<file path="src/hdl/mcg_pkg.sv">
package mcg_pkg;

   // Defaults for the top-level parameters.
   localparam int MAX_SIZE_LOG2_DEFAULT = 10;
   localparam int CHANNEL_BITS_DEFAULT  = 8;

   // Fixed field widths of the configuration register and the level tag.
   localparam int SIZE_W  = 4;
   localparam int LEVEL_W = 4;

   // Reset value of the size register, before saturation to the maximum.
   localparam int SIZE_RESET = 10;

   // Depth of the queue between the front and the back.
   localparam int QUEUE_DEPTH = 4;

   // Fill status of the queue, seen by both of its users.
   typedef struct packed {
      logic empty;
      logic full;
   } queue_status_type;

endpackage

</file>
<file path="src/hdl/mcg_queue.sv">
module mcg_queue #(
   parameter int DATA_W = 8
) (
   input  logic                      clock,
   input  logic                      reset,
   input  logic                      push,
   input  logic [DATA_W-1:0]         push_data,
   input  logic                      pop,
   output logic [DATA_W-1:0]         pop_data,
   output mcg_pkg::queue_status_type status
);
   import mcg_pkg::*;

   localparam int PTR_W = (QUEUE_DEPTH > 1) ? $clog2(QUEUE_DEPTH) : 1;
   localparam int CNT_W = $clog2(QUEUE_DEPTH + 1);

   logic [DATA_W-1:0] slot_ff [QUEUE_DEPTH];
   logic [PTR_W-1:0]  wr_ptr_ff, wr_ptr_in;
   logic [PTR_W-1:0]  rd_ptr_ff, rd_ptr_in;
   logic [CNT_W-1:0]  count_ff, count_in;
   logic              do_push, do_pop;

   assign do_push = push && !status.full;
   assign do_pop  = pop && !status.empty;

   assign status.empty = (count_ff == '0);
   assign status.full  = (count_ff == CNT_W'(QUEUE_DEPTH));
   assign pop_data     = slot_ff[rd_ptr_ff];

   // Pointer and fill count updates, wrapping at the queue depth.
   always_comb begin
      wr_ptr_in = wr_ptr_ff;
      rd_ptr_in = rd_ptr_ff;
      count_in  = count_ff;
      if (do_push) begin
         wr_ptr_in = (wr_ptr_ff == PTR_W'(QUEUE_DEPTH - 1)) ? '0 : wr_ptr_ff + 1'b1;
      end
      if (do_pop) begin
         rd_ptr_in = (rd_ptr_ff == PTR_W'(QUEUE_DEPTH - 1)) ? '0 : rd_ptr_ff + 1'b1;
      end
      if (do_push && !do_pop) begin
         count_in = count_ff + 1'b1;
      end else if (do_pop && !do_push) begin
         count_in = count_ff - 1'b1;
      end
   end

   always_ff @(posedge clock) begin
      if (reset) begin
         wr_ptr_ff <= '0;
         rd_ptr_ff <= '0;
         count_ff  <= '0;
      end else begin
         wr_ptr_ff <= wr_ptr_in;
         rd_ptr_ff <= rd_ptr_in;
         count_ff  <= count_in;
      end
   end

   // Storage slots carry payload only.
   always_ff @(posedge clock) begin
      if (do_push) begin
         slot_ff[wr_ptr_ff] <= push_data;
      end
   end

endmodule

</file>
<file path="config.mk">
export PLATFORM = sky130hd
export DESIGN_NAME = mcg_queue
export DESIGN_NICKNAME = d
export VERILOG_FILES = /design/src/hdl/mcg_pkg.sv /design/src/hdl/mcg_queue.sv
export SDC_FILE = /design/constraint.sdc
export NUM_CORES = 1
export LEC_CHECK = 0
export BUFFER_PORTS_ARGS = -buffer_cell sky130_fd_sc_hd__buf_2
export CAP_MARGIN = 5
export CORE_MARGIN = 5
export CORE_UTILIZATION = 55
export CTS_BUF_LIST = sky130_fd_sc_hd__clkbuf_16
export DETAILED_ROUTE_END_ITERATION = 10
export GPL_TIMING_DRIVEN = 0
export HOLD_SLACK_MARGIN = 0.02
export PLACE_DENSITY = 0.83
export SLEW_MARGIN = 25
export SYNTH_ARGS = -nofsm -noshare
export SYNTH_HDL_FRONTEND = slang
export SYNTH_SLANG_ARGS = --single-unit
export TNS_END_PERCENT = 50
</file>
<file path="constraint.sdc">
create_clock -name clock -period 3 [get_ports clock]
set_clock_uncertainty 0.1 [all_clocks]
set_input_delay 0.9 -clock clock [delete_from_list [all_inputs] [get_ports clock]]
set_output_delay 0.9 -clock clock [all_outputs]
set_load 0.005 [all_outputs]
</file>
# == Word-level counts from Yosys, hierarchy flattened ==
# Memory sizes are Yosys's and may differ from the RTL's. A register that Yosys moved wholly into a read port is not among the register bits.
# Index checks and enable logic that the tools add are counted.
# Widths: inputs -> output; s select.
# op_classes
mux,8
reduce_logical,10
div_mod_pow,0
bitwise,0
add_sub_neg,4
multipliers,0
magnitude_cmp,0
n_shift,0
eq_ne,3
# op_table
cell,count
$mux 2,4
$mux 3,2
$add 2x1->2 const B,2
$eq 2x2->1 const B,2
$logic_and 1x1->1,4
$logic_not 1->1,4
$add 3x1->3 const B,1
$eq 3x3->1 const B,1
$logic_not 3->1,1
$sub 3x1->3 const B,1
$mux 1,2
$reduce_bool 2->1,1
# totals
ramBits,32
mem_count,1
out_inout_bits,10
rom_bits,0
register_bits,7
latch_bits,0
# memory_table
name,words,word_bits,read_ports,rd_ports_with_merged_regs,write_ports,line_no,rtl
slot_ff,4,8,1,1,1,mcg_queue.sv:17,logic [DATA_W-1:0] slot_ff [QUEUE_DEPTH];

# == Depth between registers and ports, before layout ==
# logic_depth
depth_word,7
mapped_depth,10

# == Least setup slack after synthesis ==
# No wires, ideal clock.
# synth_timing
path_kind,input to register
start,input port push
end,register count_ff[2]
required_ns,2.830
setup_time_ns,0.070
arrival_time_ns,2.333
path_slack_ns,0.497
cell_stages,8
path_cell_list,inv_1 nor2_2 ha_1 inv_1 fa_1 xor2_1 or3_2 a21oi_1
# synth_via
elab_chain_cells,4
word_cells_on_any_way,6
classes_between,mux: 1; reduce/logical: 5
# synth_lines
item,line_no,rtl
start: declaration,mcg_queue.sv:6,"input logic push,"
$logic_and 1x1->1 *,mcg_queue.sv:23,assign do_push = push && !status.full;
net do_push,mcg_queue.sv:21,"logic do_push, do_pop;"
$logic_not 1->1,mcg_queue.sv:43,end else if (do_pop && !do_push) begin
$logic_and 1x1->1,mcg_queue.sv:43,
$reduce_bool 2->1 (no source line),n/a,
end signal: assignment,mcg_queue.sv:56,count_ff <= count_in;
end: declaration,mcg_queue.sv:20,"logic [CNT_W-1:0] count_ff, count_in;"
# Mark *: on every way through the listed nets, which the timed path passes. The rest lies on a longest branch.
# A chain may end at the register's enable or synchronous reset.

==> flow_summary.yaml <==
clocking:
  cts_root_buf: "clkbuf_16"
  h-tree-depth: 2
  holdBufCountCts: 0
  clk_latency_ps: 280
  clkTransAtPathRegs_ps: 60
  cts_setup_buffers: 0
  cts_resized: 0
  cts_sinks: 41
  numCtsBuffers: 5
  clk_path_buf_depth: 2
  cts_tree: "built"
worst_hold_path:
  hold_class: "reg2reg"
  min_path_cells: 2
  hp-start: "rd_ptr_ff[0]"
  whs_endpoint: "rd_ptr_ff[0]"
worst_setup_path:
  startpoint_type: "flip-flop"
  rrSetupSlack_ps: 560
  critPathKind: "reg2out"
  rr_worst_depth: 10
  worstPathMaxFanout: 8
  cp.required_ps: 2000
  cp-end-kind: "primary output"
  cp_cell_sequence: "buf_2 -> mux4_2 -> buf_2"
  cp.arrival_ps: 1550
  timing.rr.end: "count_ff[2]"
  crit_top_cell: "buf_2"
  slowest_delay_ps: 550
  r2r-start: "count_ff[0]"
  cp_slowest_cell: "mux4_2"
detailed_routing:
  drt_wl_total_mm: 2.653
  first_pass_iters: 4
  vias_per_cell: 5.788
  drt-initial-drc-count: 39
  detail-route-antenna-nets: 0
  drt-wirelength-per-cell_um: 17.57
  drc: 0
  num_vias: 874
power_and_ir_drop:
  total_power_mw: 1.717
  p_leak_nw: 0.7456
  peakVddDrop_mv: 0.4162
  power.density_nw_per_um2: 874.2
floorplanning:
  die-area_um2: 4185
  core_area_um2: 2805
  start_util_pct: 58.65
  boundaryPins: 22
  die_w_um: 64.70
  die_h_um: 64.70
  row_count: 19
placement:
  placed_area_um2: 1784
  place_ws_ps: 170.0
  portBuffers: 20
  place_hpwl_mm: 1.838
  gp_congestion: 0.6752
  place_inst: 143
synthesis:
  synth_flop_cell: "edfxtp_1"
  synthSimpleGateAreaFrac_pct: 5.703
  syn_nets: 111
  synth_compound_area_share_pct: 3.042
  syn_avg_cell_area_um2: 17.88
  synth-xor-area-share_pct: 1.065
  synth_cells: 92
  synth_edf_count: 32
  ys_seq_area_share_pct: 69.35
  synth-adder-area-share_pct: 5.779
  synth_cell_types: 26
  syn_area_um2: 1645
  synth-async-reset-ratio_pct: 0
  synth_top_family_by_area: "multiplexers"
  synthMuxAreaShare_pct: 12.17
  yosysWarnings: 0
  ys_seq_elements: 41
finish:
  fin_cells: 151
  fillers: 199
  diodes: 0
  stdcell_area_um2: 1964
  drive_gt1_share_pct: 39.17
  area_growth_pct: 19.39
  fin_nets: 138
run_status:
  outcome: "complete, no violations"
global_route:
  grt_max_degree: 14
  grt_pass1_vias: 938
  grt.total_usage_pct: 15.14
  globalRouteOverflowTotal: 0
  grt_pass1_wl_mm: 4.526
  antenna_found_initial: 0
timing:
  maxSlewHeadroom_pct: 66.59
  tightest_slew_ps: 501.2
  fmax_mhz: 392.2
  hold_viol_final: 0
  finalCriticalPeriod_ps: 2549
  maxSlewViolCount: 0
  rsz0062_at_grt: "no"
  setup_viol: 0
  fin_crit_sh_pct: 84.98
  finalSetupTns_ps: 0
  fin_ws_ps: 450.5
flow_run:
  drv_cap: 0
logic make-up after synthesis:
kind of cell / after synthesis
mux: 10
simple gates: 16
fa+ha+maj: 7
compound gates: 7
xor+xnor: 2
buf+inv: 9
flops: 41
routing by layer:
layer / global-route usage (%) / routed length, µm / vias to the layer above
li1: - / - / 403
met1: 17.42 / 1106 / 437
met4: 7.916 / 57 / 0
met3: 5.872 / 179 / 6
met2: 24.61 / 1309 / 28
met5: 0 / 0 / -
synthesized netlist by cell type, drive strengths merged (2+ instances only):
| cell type | count | area share (%) |
|---|---|---|
| edfxtp | 32 | 58 |
| dfxtp | 9 | 11 |
| mux4 | 8 | 11 |
| ha | 6 | 4.6 |
| and3 | 4 | 1.8 |
| inv | 4 | 0.91 |
| nor2 | 4 | 1.1 |
| a21oi | 3 | 0.91 |
| buf | 3 | 1.2 |
| mux2i | 2 | 1.2 |
| nand3 | 2 | 0.61 |
| nor3 | 2 | 0.61 |
| o21ai | 2 | 0.61 |
| o31ai | 2 | 1.5 |
| or3 | 2 | 0.84 |
| xor2 | 2 | 1.1 |
worst max-delay path, delay by kind of cell (launching register included):
family,cells,cell delay [ps]
buffers and inverters,2,420
flip-flops,1,300
multiplexers,1,550
cell type report:
type / instances / area (µm²) / share of cell area (%)
plain buffers: 4 / 23.77 / 1.210
flip-flops and latches: 41 / 1141 / 58.09
clock inverters: 1 / 5.005 / 0.2548
clock buffers: 7 / 175.2 / 8.917
multi-input cells: 42 / 456.7 / 23.25
repair buffers: 20 / 100.1 / 5.096
well taps: 31 / 38.79 / 1.975
inverters: 5 / 23.77 / 1.210
how the worst max path moves through the flow:
stage | end | slack (ps) | cells past startpoint
2_1_floorplan | count_ff[2] | 500 | 8
5_1_grt | count_ff[2] | 350 | 9
4_1_cts | pop_data[1] | 420 | 3
6_report | pop_data[1] | 450 | 3
3_3_place_gp | count_ff[2] | 300 | 9
3_5_place_dp | count_ff[2] | 170 | 9
where the power goes:
part | internal, mW | leakage (nW) | total [mW] | switching, mW
Sequential | 0.694 | 0.367 | 0.735 | 0.0417
Combinational | 0.193 | 0.288 | 0.371 | 0.178
Clock | 0.407 | 0.0902 | 0.611 | 0.204
flip-flops by register name (all words and copies together), names as in the netlist, named ones only:
signal     flops
wr_ptr_ff      2
count_ff       3
rd_ptr_ff      2
slot_ff       32
cell usage in the layout, fill, tap and decap left out:
master	netlist	routed
nor2_1	3	3
o31ai_2	2	2
clkbuf_1	1	1
clkinv_4	1	1
o21ai_1	1	1
mux2i_1	2	2
buf_2	1	21
or3_2	1	1
o21ai_0	1	1
or3_1	1	1
edfxtp_1	32	32
nand3_1	2	2
and3_2	4	4
buf_6	1	1
nand2_1	1	1
xor2_1	2	2
clkinv_2	0	1
mux4_2	8	8
inv_1	4	4
dfxtp_1	9	9
a21oi_1	3	3
ha_1	6	6
fa_1	1	1
nor2_2	1	1
clkbuf_16	0	7
buf_1	1	1
or3b_1	1	1
nor3_1	2	2
through the flow:
| step | utilization [%] | hold slack (ps) |
|---|---|---|
| floorplan | - | 363.4 |
| global placement | 63.60 | 378.3 |
| detailed placement | 63.60 | 395.3 |
| CTS | 70.03 | 406.0 |
| global route | 70.03 | 449.9 |
| finish | 70.03 | 404.8 |
No activity file was read; power rests on OpenSTA's default activity.
