`config.mk`:
```
export PLATFORM = sky130hd
export DESIGN_NAME = mcg_front
export DESIGN_NICKNAME = d
export VERILOG_FILES = /design/src/hdl/mcg_pkg.sv /design/src/hdl/mcg_front.sv
export SDC_FILE = /design/constraint.sdc
export NUM_CORES = 1
export LEC_CHECK = 0
export BUFFER_PORTS_ARGS = -buffer_cell sky130_fd_sc_hd__buf_2
export CORE_ASPECT_RATIO = 1.1
export CORE_UTILIZATION = 50
export DETAILED_ROUTE_END_ITERATION = 6
export HOLD_SLACK_MARGIN = 0.12
export PLACE_DENSITY = 0.9
export REMOVE_ABC_BUFFERS = 1
export SLEW_MARGIN = 20
export SYNTH_ARGS = -nofsm -noshare
export SYNTH_HDL_FRONTEND = slang
export SYNTH_SLANG_ARGS = --single-unit
```
`constraint.sdc`:
```
create_clock -name clock -period 10.3 [get_ports clock]
set_clock_uncertainty 0.1 [all_clocks]
set_input_delay 2.06 -clock clock [delete_from_list [all_inputs] [get_ports clock]]
set_output_delay 2.06 -clock clock [all_outputs]
set_load 0.05 [all_outputs]
```
`src/hdl/mcg_pkg.sv`:
```
package mcg_pkg;

   // Defaults for the top-level parameters.
   localparam int MAX_SIZE_LOG2_DEFAULT = 10;
   localparam int CHANNEL_BITS_DEFAULT  = 8;

   // Fixed field widths of the configuration register and the level tag.
   localparam int SIZE_W  = 4;
   localparam int LEVEL_W = 4;

   // Reset value of the size register, before saturation to the maximum.
   localparam int SIZE_RESET = 10;

   // Depth of the queue between the front and the back.
   localparam int QUEUE_DEPTH = 4;

   // Fill status of the queue, seen by both of its users.
   typedef struct packed {
      logic empty;
      logic full;
   } queue_status_type;

endpackage

```
`src/hdl/mcg_front.sv`:
```
module mcg_front #(
   parameter int MAX_SIZE_LOG2 = mcg_pkg::MAX_SIZE_LOG2_DEFAULT,
   parameter int CHANNEL_BITS  = mcg_pkg::CHANNEL_BITS_DEFAULT,
   localparam int ENTRY_W      = 3 * CHANNEL_BITS + 2 * MAX_SIZE_LOG2 + mcg_pkg::LEVEL_W
) (
   input  logic                       clock,
   input  logic                       reset,
   input  logic                       req_valid,
   output logic                       req_ready,
   input  logic [CHANNEL_BITS-1:0]    req_red,
   input  logic [CHANNEL_BITS-1:0]    req_green,
   input  logic [CHANNEL_BITS-1:0]    req_blue,
   input  logic                       csr_write_en,
   input  logic [mcg_pkg::SIZE_W-1:0] csr_write_data,
   input  mcg_pkg::queue_status_type  queue_status,
   output logic                       push,
   output logic [ENTRY_W-1:0]         push_data,
   output logic [mcg_pkg::SIZE_W-1:0] size_log2
);
   import mcg_pkg::*;

   localparam int MW = MAX_SIZE_LOG2;
   localparam logic [SIZE_W-1:0] SIZE_MAX = SIZE_W'(MAX_SIZE_LOG2);
   localparam logic [SIZE_W-1:0] SIZE_INIT =
      SIZE_W'((MAX_SIZE_LOG2 < SIZE_RESET) ? MAX_SIZE_LOG2 : SIZE_RESET);

   logic [SIZE_W-1:0]  size_ff, size_in;
   logic [MW-1:0]      col_ff, col_in;
   logic [MW-1:0]      row_ff, row_in;
   logic [MW:0]        edge_last;
   logic               col_wrap, row_wrap;
   logic [LEVEL_W-1:0] emit_count;
   logic               run;

   assign req_ready = !queue_status.full;
   assign push      = req_valid && req_ready;
   assign size_log2 = size_ff;

   // Number of levels this texel completes: the run of positions, from the
   // lowest bit up, where both column and row are odd, capped at the size.
   always_comb begin
      run        = 1'b1;
      emit_count = '0;
      for (int l = 0; l < MW; l++) begin
         if (run && col_ff[l] && row_ff[l] && (SIZE_W'(l) < size_ff)) begin
            emit_count = emit_count + 1'b1;
         end else begin
            run = 1'b0;
         end
      end
   end

   assign push_data = {emit_count, row_ff, col_ff, req_blue, req_green, req_red};

   // Raster position of the next base texel.
   assign edge_last = ((MW + 1)'(1) << size_ff) - 1'b1;
   assign col_wrap  = ({1'b0, col_ff} == edge_last);
   assign row_wrap  = ({1'b0, row_ff} == edge_last);

   always_comb begin
      size_in = size_ff;
      col_in  = col_ff;
      row_in  = row_ff;
      if (csr_write_en) begin
         // A size write saturates and restarts the texture.
         size_in = (csr_write_data > SIZE_MAX) ? SIZE_MAX : csr_write_data;
         col_in  = '0;
         row_in  = '0;
      end else if (push) begin
         if (col_wrap) begin
            col_in = '0;
            row_in = row_wrap ? '0 : row_ff + 1'b1;
         end else begin
            col_in = col_ff + 1'b1;
         end
      end
   end

   always_ff @(posedge clock) begin
      if (reset) begin
         size_ff <= SIZE_INIT;
         col_ff  <= '0;
         row_ff  <= '0;
      end else begin
         size_ff <= size_in;
         col_ff  <= col_in;
         row_ff  <= row_in;
      end
   end

endmodule

```
=== Word-level counts from Yosys, hierarchy flattened ===
Index checks and enable logic that the tools add are counted.
W data, S select, Z words.

* Register bits after elaboration: 24
* Logic and storage cells: 84
* Output and inout bits: 54

* Magnitude comparators: 11
* Multiplexer cells: 22
* Shift-type cells: 1
* Reductions and logical operators: 33
* Add/subtract/negate cells: 12
* Eq/ne operators: 2

{| class="wikitable"
|+ Operators with widths
! operator !! count
|-
| $mux W4 || 9
|-
| $add A4 B1 Y4 const B || 8
|-
| $logic_and A1 B1 Y1 || 30
|-
| $eq A10 B11 Y1 || 2
|-
| $add A10 B1 Y10 const B || 2
|-
| $mux W10 || 2
|-
| $lt A3 B4 Y1 const A || 4
|-
| $shl A1 B4 Y11 const A || 1
|-
| $sub A11 B1 Y11 const B || 1
|-
| $mux W1 || 10
|-
| $lt A1 B4 Y1 const A || 2
|-
| $lt A2 B4 Y1 const A || 2
|-
| $lt A4 B4 Y1 const A || 2
|-
| $gt A4 B4 Y1 const B || 1
|-
| $add A1 B1 Y2 const B || 1
|-
| $mux W2 || 1
|-
| $reduce_and A2 Y1 || 1
|-
| $reduce_or A2 Y1 || 1
|-
| $logic_not A1 Y1 || 1
|}

=== Depth between registers and ports, before layout ===
Gate-level depths: netlist (run 1).

* Depth after elaboration: 39
* Mapped depth: 33

=== Worst setup path before layout (run 1) ===
Ideal clock, no wire load.

* Path type: reg2out
* Start point: reg size_ff[3], in the netlist size_log2[3]
* End point: out push_data[46]
* Required time: 8.140 ns
* Data arrival time: 6.944 ns
* Slack: 1.196 ns
* Path buffers: 3
* Stages on the path, launching flop included: 32
* Cells stage by stage: dfxtp_1 clkbuf_1 buf_1 buf_1 nor3_1 or3_1 inv_1 ha_1 and3_1 nand2_1 xnor2_1 ha_1 a32o_1 ha_1 nor2_1 nor2_1 ha_1 nand2_1 a21oi_1 ha_1 a21boi_0 inv_1 ha_1 o21a_1 ha_1 mux2i_1 a21boi_0 ha_1 nand2_1 xor2_1 nor2_1 xor2_1

* Word-level cells in the longest chain between the ends: 39
* Elaborated cells between the ends (all ways): 66
* Those cells by class: add/sub: 9; order compare: 10; mux: 19; reduce/logical: 28

{| class="wikitable"
|+ RTL lines
! element !! line !! text
|-
| start, declared || mcg_front.sv:27 || <nowiki>logic [SIZE_W-1:0] size_ff, size_in;</nowiki>
|-
| start signal, assigned || mcg_front.sv:85 || <nowiki>size_ff <= size_in;</nowiki>
|-
| parallel branches: the longest is 38 deep, another holds $lt A1 B4 Y1 || - ||
|-
| $mux W4 * || mcg_front.sv:45 || <nowiki>if (run && col_ff[l] && row_ff[l] && (SIZE_W'(l) < size_ff)) begin</nowiki>
|-
| end, declared || mcg_front.sv:17 || <nowiki>output logic [ENTRY_W-1:0] push_data,</nowiki>
|}

Mark *: on every way between the ends.

=== Final worst setup path (run 1) ===
* Start point: reg size_ff[0], in the netlist size_log2[0]
* End point: out push_data[46]

Same word-level chain as after synthesis.

==> impl_metrics.toml, run 1 <==
[synthesis]
netlist_area_mm2 = 0.00265
avgSynthCellArea_um2 = 7.41
synth-async-reset-ratio_pct = 0
synth_seq_cells = 24
yosys_warnings = 0
postSynthCellCount = 358
synth-edff-count = 0
yosysUniqueCellTypes = 57
ys_seq_area_share_pct = 18.1
yosys_most_used_dff = "dfxtp_1"

[power]
combPwrFrac_pct = 16.2
p_clk_share_pct = 30.4
ir_worst_vdd_uv = 67.0
seqPwrFrac_pct = 53.4
powerDensity_mw_per_mm2 = 67.0
p_int_uw = 130
p_sw_uw = 50.8
swShare_pct = 28.1
power_uw = 180
p_leak_nw = 1.14

[worst_setup_path]
slowest_delay_ps = 800
cp_common_cell = "ha_1"
endpoint_kind = "output pin"
cp_max_fo = 20
rr_worst_depth = 10
cp_slowest_cell = "dfxtp_1"
path_class = "reg2out"
worst_ep_required_time_ps = 8140
critical_path_arrival_ps = 7150
worstSetupStartpointType = "register"

[sta]
rsz0062_at_grt = "no"
layout_min_cycle_time_ps = 9310
hold_viol = 0
finalMaxSlewViolations = 0
period_share_pct = 90.4
tightestPinTransition_ps = 804
tns_ps = 0
setup_viol_count_final = 0
max_freq_ghz = 0.107
slew_headroom_pct = 45.9

[detailed_routing]
wl_um = 7130
vias = 2596
post_drt_wl_per_cell_um = 17.2
drtIter0Drc = 177
drc = 0
firstDrtPassIters = 5
via_per_inst = 6.27
postRouteAntennaNets = 0

[clock_network]
clkTransAtPathRegs_ps = 80
clock-root-buffer = "clkbuf_8"
clock_path_buffers = 2
postCtsHoldBufs = 0
cts.sinks = 24
clock_latency_ps = 270
cts_resized = 0
cts_made_buffers = 3
post_cts_buffers = 0
h-tree-depth = 1
cts_tree = "done"

[floorplan]
start_util_pct = 52.4
row_count = 27
core_mm2 = 0.00507
dieArea_mm2 = 0.00560
io_pins = 88
die_h_um = 78.4
die-width_um = 71.5

[placed_design]
gp_congestion = 0.882
numPortBuffers = 38
place_hpwl_um = 5150

[global_routing]
grt_pass1_vias = 2337
antenna_found_initial = 0
grt_max_degree = 36
grt.overflow.total = 0
grtUsageTotal_pct = 25.9
grt_pass1_wl_um = 11600

[outcome]
status = "completed"

[job]
maxCapViolations = 0

[final_layout]
finish.utilization_pct = 53.2
mostFrequentLayoutCells = "nor2_1 (38), buf_2 (38), nand2_1 (29)"
drive_above_1_share_pct = 16.3
area_delta_synth_final_pct = 1.56
diodes = 0
fin_nets = 404

[min_path]
hp-class = "reg2reg"
min_path_cells = 2
==> power groups by stage <==
stage / Combinational, mW / Clock [mW] / Sequential, mW
after floorplan: 0.0160 / 0 / 0.103
after global placement: 0.0281 / 0 / 0.0983
after detailed placement: 0.0288 / 0 / 0.0984
after CTS: 0.0290 / 0.0561 / 0.0962
after global routing: 0.0317 / 0.0581 / 0.0965
final: 0.0293 / 0.0549 / 0.0963
==> flip-flops by register name (all words and copies together) (netlist names) <==
register	cells
col_ff	10
row_ff	10
size_log2	4
==> cell usage after synthesis (all sizes together) (2+ instances only) <==
cell | number | area share [%]
a2111oi | 2 | 0.90
a21boi | 3 | 0.85
a21o | 2 | 0.57
a21oi | 16 | 3.3
a22oi | 2 | 0.57
a32o | 2 | 0.75
and2 | 2 | 0.47
and3 | 8 | 1.9
buf | 35 | 9.2
clkbuf | 11 | 1.6
dfxtp | 24 | 18
ha | 12 | 5.7
inv | 8 | 1.1
mux2 | 3 | 1.3
mux2i | 6 | 2.3
nand2 | 29 | 4.1
nand2b | 6 | 1.4
nand3 | 15 | 2.8
nand4 | 10 | 2.6
nor2 | 38 | 5.4
nor2b | 3 | 0.71
nor3 | 15 | 2.8
nor3b | 2 | 0.57
nor4 | 3 | 0.71
nor4b | 4 | 1.3
o2111ai | 3 | 0.99
o211ai | 2 | 0.57
o21ai | 18 | 3.4
o22ai | 2 | 0.47
o31ai | 2 | 0.57
or2 | 4 | 0.94
or3 | 6 | 1.6
or4 | 6 | 2.0
xnor2 | 17 | 5.6
xnor3 | 2 | 1.7
xor2 | 23 | 7.6
==> path summary, 6_finish.rpt <==
path / from / endpoint / slack, ps
worst max-delay path: size_log2[0]$_SDFFE_PP0P_ / push_data[46] / 990
worst max register to register: size_log2[1]$_SDFFE_PP1P_ / row_ff[7]$_SDFFE_PP0P_ / 6070
worst min-delay path: row_ff[1]$_SDFFE_PP0P_ / row_ff[1]$_SDFFE_PP0P_ / 480
worst min register to register: row_ff[1]$_SDFFE_PP0P_ / row_ff[1]$_SDFFE_PP0P_ / 480
==> per-stage QoR <==
stage               setup WS (ps)  std cells  hold WS, ps  instance area [um^2]
detailed placement           1340        411          461                  2650
finish                        990        414          476                  2700
global placement             1670        411          422                  2650
global route                  573        414          529                  2700
floorplan                    1100        312          623                  2370
CTS                          1010        414          475                  2700
==> metal layers <==
| metal | GRT usage (%) | wire length, um | vias up |
|---|---|---|---|
| met1 | 34.5 | 3140 | 1208 |
| met5 | 0 | 0 | - |
| li1 | - | - | 1244 |
| met3 | 8.09 | 569 | 13 |
| met2 | 40.0 | 3290 | 131 |
| met4 | 7.84 | 125 | 0 |
==> cell families after synthesis <==
logic type	after synthesis	synth area share, %
compound gates	64	16.1
xor+xnor	42	14.9
fa+ha+maj	12	5.66
buf+inv	55	12.0
flops	24	18.1
mux	9	3.54
simple gates	152	29.7
==> critical path, delay by kind of cell, from the launching register on <==
family,cells,cell delay [ps]
fa+ha+maj,8,2230
simple gates,11,1690
compound gates,6,1290
flops,1,800
buf+inv,4,490
xor+xnor,2,290
mux,1,90
==> area by class of cell <==
cell class	count	area (um^2)
Inverter	9	33.8
Multi-Input combinational cell	279	1850
Clock buffer	3	41.3
Sequential cell	24	480
Timing Repair Buffer	41	213
Fill cell	463	2370
Tap cell	58	72.6
(Power assumes the default switching activity.)
==> inputs of run 2 (changes only) <==
--- a/config.mk
+++ b/config.mk
@@ -8,7 +8,10 @@
 export BUFFER_PORTS_ARGS = -buffer_cell sky130_fd_sc_hd__buf_2
+export CELL_PAD_IN_SITES_DETAIL_PLACEMENT = 0
+export CELL_PAD_IN_SITES_GLOBAL_PLACEMENT = 1
 export CORE_ASPECT_RATIO = 1.1
-export CORE_UTILIZATION = 50
+export CORE_UTILIZATION = 36
+export CTS_CLUSTER_SIZE = 10
 export DETAILED_ROUTE_END_ITERATION = 6
 export HOLD_SLACK_MARGIN = 0.12
-export PLACE_DENSITY = 0.9
+export PLACE_DENSITY = 0.92
 export REMOVE_ABC_BUFFERS = 1
==> constraint.sdc (replaced) <==
create_clock -name clock -period 10.3 [get_ports clock]
set_clock_uncertainty 0.1 [all_clocks]
set_input_delay 0.515 -clock clock [delete_from_list [all_inputs] [get_ports clock]]
set_output_delay 0.515 -clock clock [all_outputs]
set_load 0.05 [all_outputs]
==> run 2 against run 1 <==
  * Routed wire length shrank 2.9%
  * Cell area grew 2.4%
  * Clock power is 50% higher
  * Clock-buffer cell count unchanged
  * Via count down 4.2%
  * Non-clock buffer count unchanged
  * Total power up 15%
  * Die area increased by 38%
  * Critical path type unchanged
  * Critical endpoint unchanged
==> impl_metrics.toml, run 2 (same netlist as run 1, synthesis figures left out) <==
[sta]
period_share_pct = 73.1
setup_viol_count_final = 0
tightestPinTransition_ps = 788
rsz0062_at_grt = "no"
hold_viol = 0
hold-worst-slack_ps = 361
max_freq_ghz = 0.133
layout_min_cycle_time_ps = 7530
finalMaxSlewViolations = 0
slew_headroom_pct = 47.3
tns_ps = 0
fin_ws_ps = 2770

[clock_network]
post_cts_buffers = 0
postCtsHoldBufs = 0
cts_made_buffers = 3
clock_path_buffers = 2
h-tree-depth = 1
clock_latency_ps = 270
cts.sinks = 24
clock-root-buffer = "clkbuf_8"
clkTransAtPathRegs_ps = 80
cts_resized = 0
cts_tree = "done"

[detailed_routing]
drtIter0Drc = 127
via_per_inst = 5.63
firstDrtPassIters = 4
post_drt_wl_per_cell_um = 15.7
wl_um = 6920
postRouteAntennaNets = 0
vias = 2488
drc = 0

[worst_setup_path]
path_class = "reg2out"
cp_slowest_cell = "dfxtp_1"
endpoint_kind = "output pin"
worstSetupStartpointType = "register"
cp_common_cell = "ha_1"
slowest_delay_ps = 740
worst_ep_required_time_ps = 9690
crit_buf_inv = 4
critical_path.top_delay_family = "adder cells"
critical_path_arrival_ps = 6920
cp_max_fo = 20

[placed_design]
pre_cts_ws_ps = 3070
gp_congestion = 0.886
place_hpwl_um = 5180
numPortBuffers = 38

[global_routing]
grt_pass1_wl_um = 11300
grt_pass1_vias = 2274
grtUsageTotal_pct = 18.0
grt_max_degree = 36
antenna_found_initial = 0
grt.overflow.total = 0

[final_layout]
mostFrequentLayoutCells = "nor2_1 (38), buf_2 (38), nand2_1 (29)"
drive_above_1_share_pct = 16.5
diodes = 0
finish.utilization_pct = 38.9
fin_nets = 404
area_delta_synth_final_pct = 3.96

[power]
p_leak_nw = 1.15
ir_worst_vdd_uv = 56.0
powerDensity_mw_per_mm2 = 75.4

[min_path]
hp-class = "in2reg"

[floorplan]
core_mm2 = 0.00709
start_util_pct = 37.4
io_pins = 88
die_h_um = 92.1
row_count = 32
die-width_um = 83.9
dieArea_mm2 = 0.00772

[job]
maxCapViolations = 0

[outcome]
status = "completed"
run 2: final cells by class:
cell class / instances / area (um^2)
Fill cell: 742 / 4330
Timing Repair Buffer: 41 / 213
Clock inverter: 1 / 30.0
Tap cell: 85 / 106
Sequential cell: 24 / 480
Inverter: 9 / 33.8
Clock buffer: 3 / 41.3
Multi-Input combinational cell: 279 / 1850
run 2: path summary, 6_finish.rpt:
check | startpoint | to | slack, ps | cells after the start
min | reset | size_log2[0]$_SDFFE_PP0P_ | 360 | 2
max reg2reg | size_log2[1]$_SDFFE_PP1P_ | row_ff[7]$_SDFFE_PP0P_ | 6310 | 10
max | size_log2[1]$_SDFFE_PP1P_ | push_data[46] | 2770 | 32
min reg2reg | col_ff[1]$_SDFFE_PP0P_ | col_ff[1]$_SDFFE_PP0P_ | 450 | 2
run 2: worst register-to-register path, stage by stage (launching register included):
cell     delay (ps)
dfxtp_1         740
inv_1           250
nand3_1         150
ha_1            590
mux2_2          410
a22oi_1         260
xor2_1          220
nand4_2         180
or2_1           360
or4_4           540
a21oi_2         130
run 2: power by group:
part / leakage [nW] / internal, mW / switching, mW
clock network: 0.0357 / 0.0520 / 0.0304
registers: 0.194 / 0.0936 / 0.00167
logic: 0.924 / 0.0101 / 0.0202
total: 1.15 / 0.156 / 0.0522
run 2: metal layers:
layer,up-vias,track usage (%),wire length (um)
li1,1240,-,-
met1,1161,24.9,3300
met2,77,27.7,3140
met3,10,5.04,386
met4,0,3.88,91
met5,-,0,0
run 2: stage by stage:
step / power (mW) / instance area [um^2] / std cells
2_1_floorplan: 0.119 / 2370 / 312
3_3_place_gp: 0.127 / 2690 / 438
3_5_place_dp: 0.127 / 2690 / 438
4_1_cts: 0.210 / 2760 / 442
5_1_grt: 0.216 / 2760 / 442
6_report: 0.208 / 2760 / 442
==> inputs of run 3 (changes only) <==
ABC_AREA = 1   (was default)
PLACE_DENSITY = 0.93   (was 0.92)
clock period = 7.13 ns   (was 10.3 ns; I/O delays follow)
==> run 3 against run 2 <==
  * Via count increased by 13%
  * Routed wire length up 0.84%
  * Cell area rose by 11%
  * Non-clock buffer count up 2
  * Critical path type unchanged
  * Global-route usage grew 0.063 points
  * Die area increased by 5.8%
  * Critical path depth up 5
  * Setup slack lost 2200 ps
  * First-iteration DRC count decreased by 27%
  * Final cell count increased by 28%
==> impl_metrics.toml, run 3 <==
[outcome]
status = "completed"

[final_layout]
multi_input_area_mm2 = 0.00187
mostFrequentLayoutCells = "nand2_1 (92), inv_1 (64), nand3_1 (45)"
drive_above_1_share_pct = 20.4
num-fill-cells = 860
fin_nets = 508
seq_area_um2 = 489
finish.utilization_pct = 40.8
final_common_cell = "nand2_1"
fin_cells = 566
diodes = 0
final_area_mm2 = 0.00307
area_delta_synth_final_pct = 9.13

[detailed_routing]
drtIter0Drc = 93
firstDrtPassIters = 4
vias = 2803
drc = 0
postRouteAntennaNets = 0
post_drt_wl_per_cell_um = 12.3
via_per_inst = 4.95
wl_um = 6980

[sta]
setup_viol_count_final = 0
rsz0062_at_grt = "no"
hold_viol = 0
slew_headroom_pct = 65.7
period_share_pct = 92.1
tns_ps = 0
tightestPinTransition_ps = 510
max_freq_ghz = 0.152
layout_min_cycle_time_ps = 6570
finalMaxSlewViolations = 0

[worst_setup_path]
endpoint_kind = "output pin"
critical_path_arrival_ps = 6110
slowest_delay_ps = 390
worst_ep_required_time_ps = 6670
cp_max_fo = 9
path_class = "reg2out"
worstSetupStartpointType = "register"
cp_common_cell = "nand2_1"
r2r_slack_ps = 4440
cp_slowest_cell = "dfxtp_2"

[synthesis]
synth_seq_cells = 24
netlist_area_mm2 = 0.00281
yosys_warnings = 0
yosys_most_used_dff = "dfxtp_1"
synth-async-reset-ratio_pct = 0
synth_most_common_cell = "nand2_1"
synth-edff-count = 0
ys_seq_area_share_pct = 17.1
avgSynthCellArea_um2 = 6.37
postSynthCellCount = 441
synthTopCellsByArea = "dfxtp_1 (17%), nand2_1 (12%), inv_1 (8.5%)"
yosys.area.top_type = "dfxtp_1"
yosysUniqueCellTypes = 38
synthTopCellsByCount = "nand2_1 (93), inv_1 (64), nand3_1 (46)"
synth.top_cell.area_share_pct = 17.1

[power]
p_sw_uw = 82.2
ir_worst_vdd_uv = 64.7
seqPwrFrac_pct = 44.5
swShare_pct = 26.7
p_int_uw = 225
combPwrFrac_pct = 16.0
powerDensity_mw_per_mm2 = 100
p_leak_nw = 1.51
p_clk_share_pct = 39.5

[floorplan]
dieArea_mm2 = 0.00816
die_h_um = 94.7
die-width_um = 86.2
core_mm2 = 0.00751
io_pins = 88
start_util_pct = 37.4
row_count = 33

[min_path]
hp-class = "in2reg"

[global_routing]
grtUsageTotal_pct = 18.1
antenna_found_initial = 0
grt.overflow.total = 0
grt_pass1_vias = 2708
grt_max_degree = 15
grt_pass1_wl_um = 11900

[clock_network]
h-tree-depth = 1
cts_made_buffers = 3
clock-root-buffer = "clkbuf_8"
cts_tree = "done"
clock_latency_ps = 280
postCtsHoldBufs = 0
clkTransAtPathRegs_ps = 100
cts.sinks = 24
clock_path_buffers = 2

[job]
maxCapViolations = 0

[placed_design]
place_hpwl_um = 5960
numPortBuffers = 38
dp.cells = 559
gp_congestion = 0.845
placed_area_mm2 = 0.00294
-- run 3: cell count changes in the layout (fill, tap and decap cells not counted), sizes merged, moves of 8 or more --
cell	change
nand2	+79
inv	+60
nand3	+33
nor2	+16
xnor2	-11
and3	-8
-- run 3: worst paths after layout --
path / end / cells past startpoint / startpoint
max: push_data[46] / 37 / size_log2[3]$_SDFFE_PP1P_
min: size_log2[2]$_SDFFE_PP0P_ / 3 / csr_write_data[2]
max reg2reg: row_ff[4]$_SDFFE_PP0P_ / 17 / size_log2[1]$_SDFFE_PP1P_
min reg2reg: row_ff[6]$_SDFFE_PP0P_ / 2 / row_ff[6]$_SDFFE_PP0P_
-- run 3: layout make-up --
cell class	count	share of cell area (%)
clock inverter	1	0.979
clock buffer	3	1.35
inverter	70	8.77
timing repair buffer	43	7.59
sequential	24	16.0
tap	105	4.28
multi-input combinational	320	61.1
-- run 3: stage by stage --
step / setup WS [ps] / power, mW / hold slack [ps]
detailed placement: 420 / 0.187 / 382
global route: 24.9 / 0.319 / 249
CTS: 98.0 / 0.307 / 196
floorplan: 147 / 0.175 / 369
global placement: 564 / 0.187 / 379
finish: 564 / 0.307 / 206
-- run 3: routing by layer --
layer	track usage [%]	part of all wire (%)	up-vias
met5	3.25	0.44	-
li1	-	-	1426
met3	4.98	6.7	16
met2	32.6	50	90
met1	20.5	41	1269
met4	5.00	2.0	2
-- run 3: timing repair --
item                                    4_1_cts  5_1_grt
endpoints found under the setup margin        0        3
buffers inserted                              0        3
resized for setup                             0       12
-- run 3: kinds of logic after synthesis --
logic type	synth area share [%]
and+or+nand+nor	45.2
buffers and inverters	16.8
xor gates and xnor gates	10.2
AOI/OAI and AO/OA	4.99
DFF	17.1
adders and majority gates	5.34
muxes	0.356
-- run 3: power groups by stage --
stage          registers, mW  logic [mW]  clock network, mW
3_5_place_dp           0.141      0.0462                  0
2_1_floorplan          0.147      0.0279                  0
4_1_cts                0.138      0.0465              0.122
3_3_place_gp           0.141      0.0457                  0
5_1_grt                0.137      0.0535              0.128
6_report               0.137      0.0492              0.121
-- run 3: critical path: cells and delay by family, from the launching register on --
| family | cells | cell delay [ps] |
|---|---|---|
| adders and majority gates | 8 | 2160 |
| xor gates and xnor gates | 1 | 140 |
| buffers and inverters | 7 | 590 |
| and+or+nand+nor | 21 | 2530 |
| DFF | 1 | 390 |
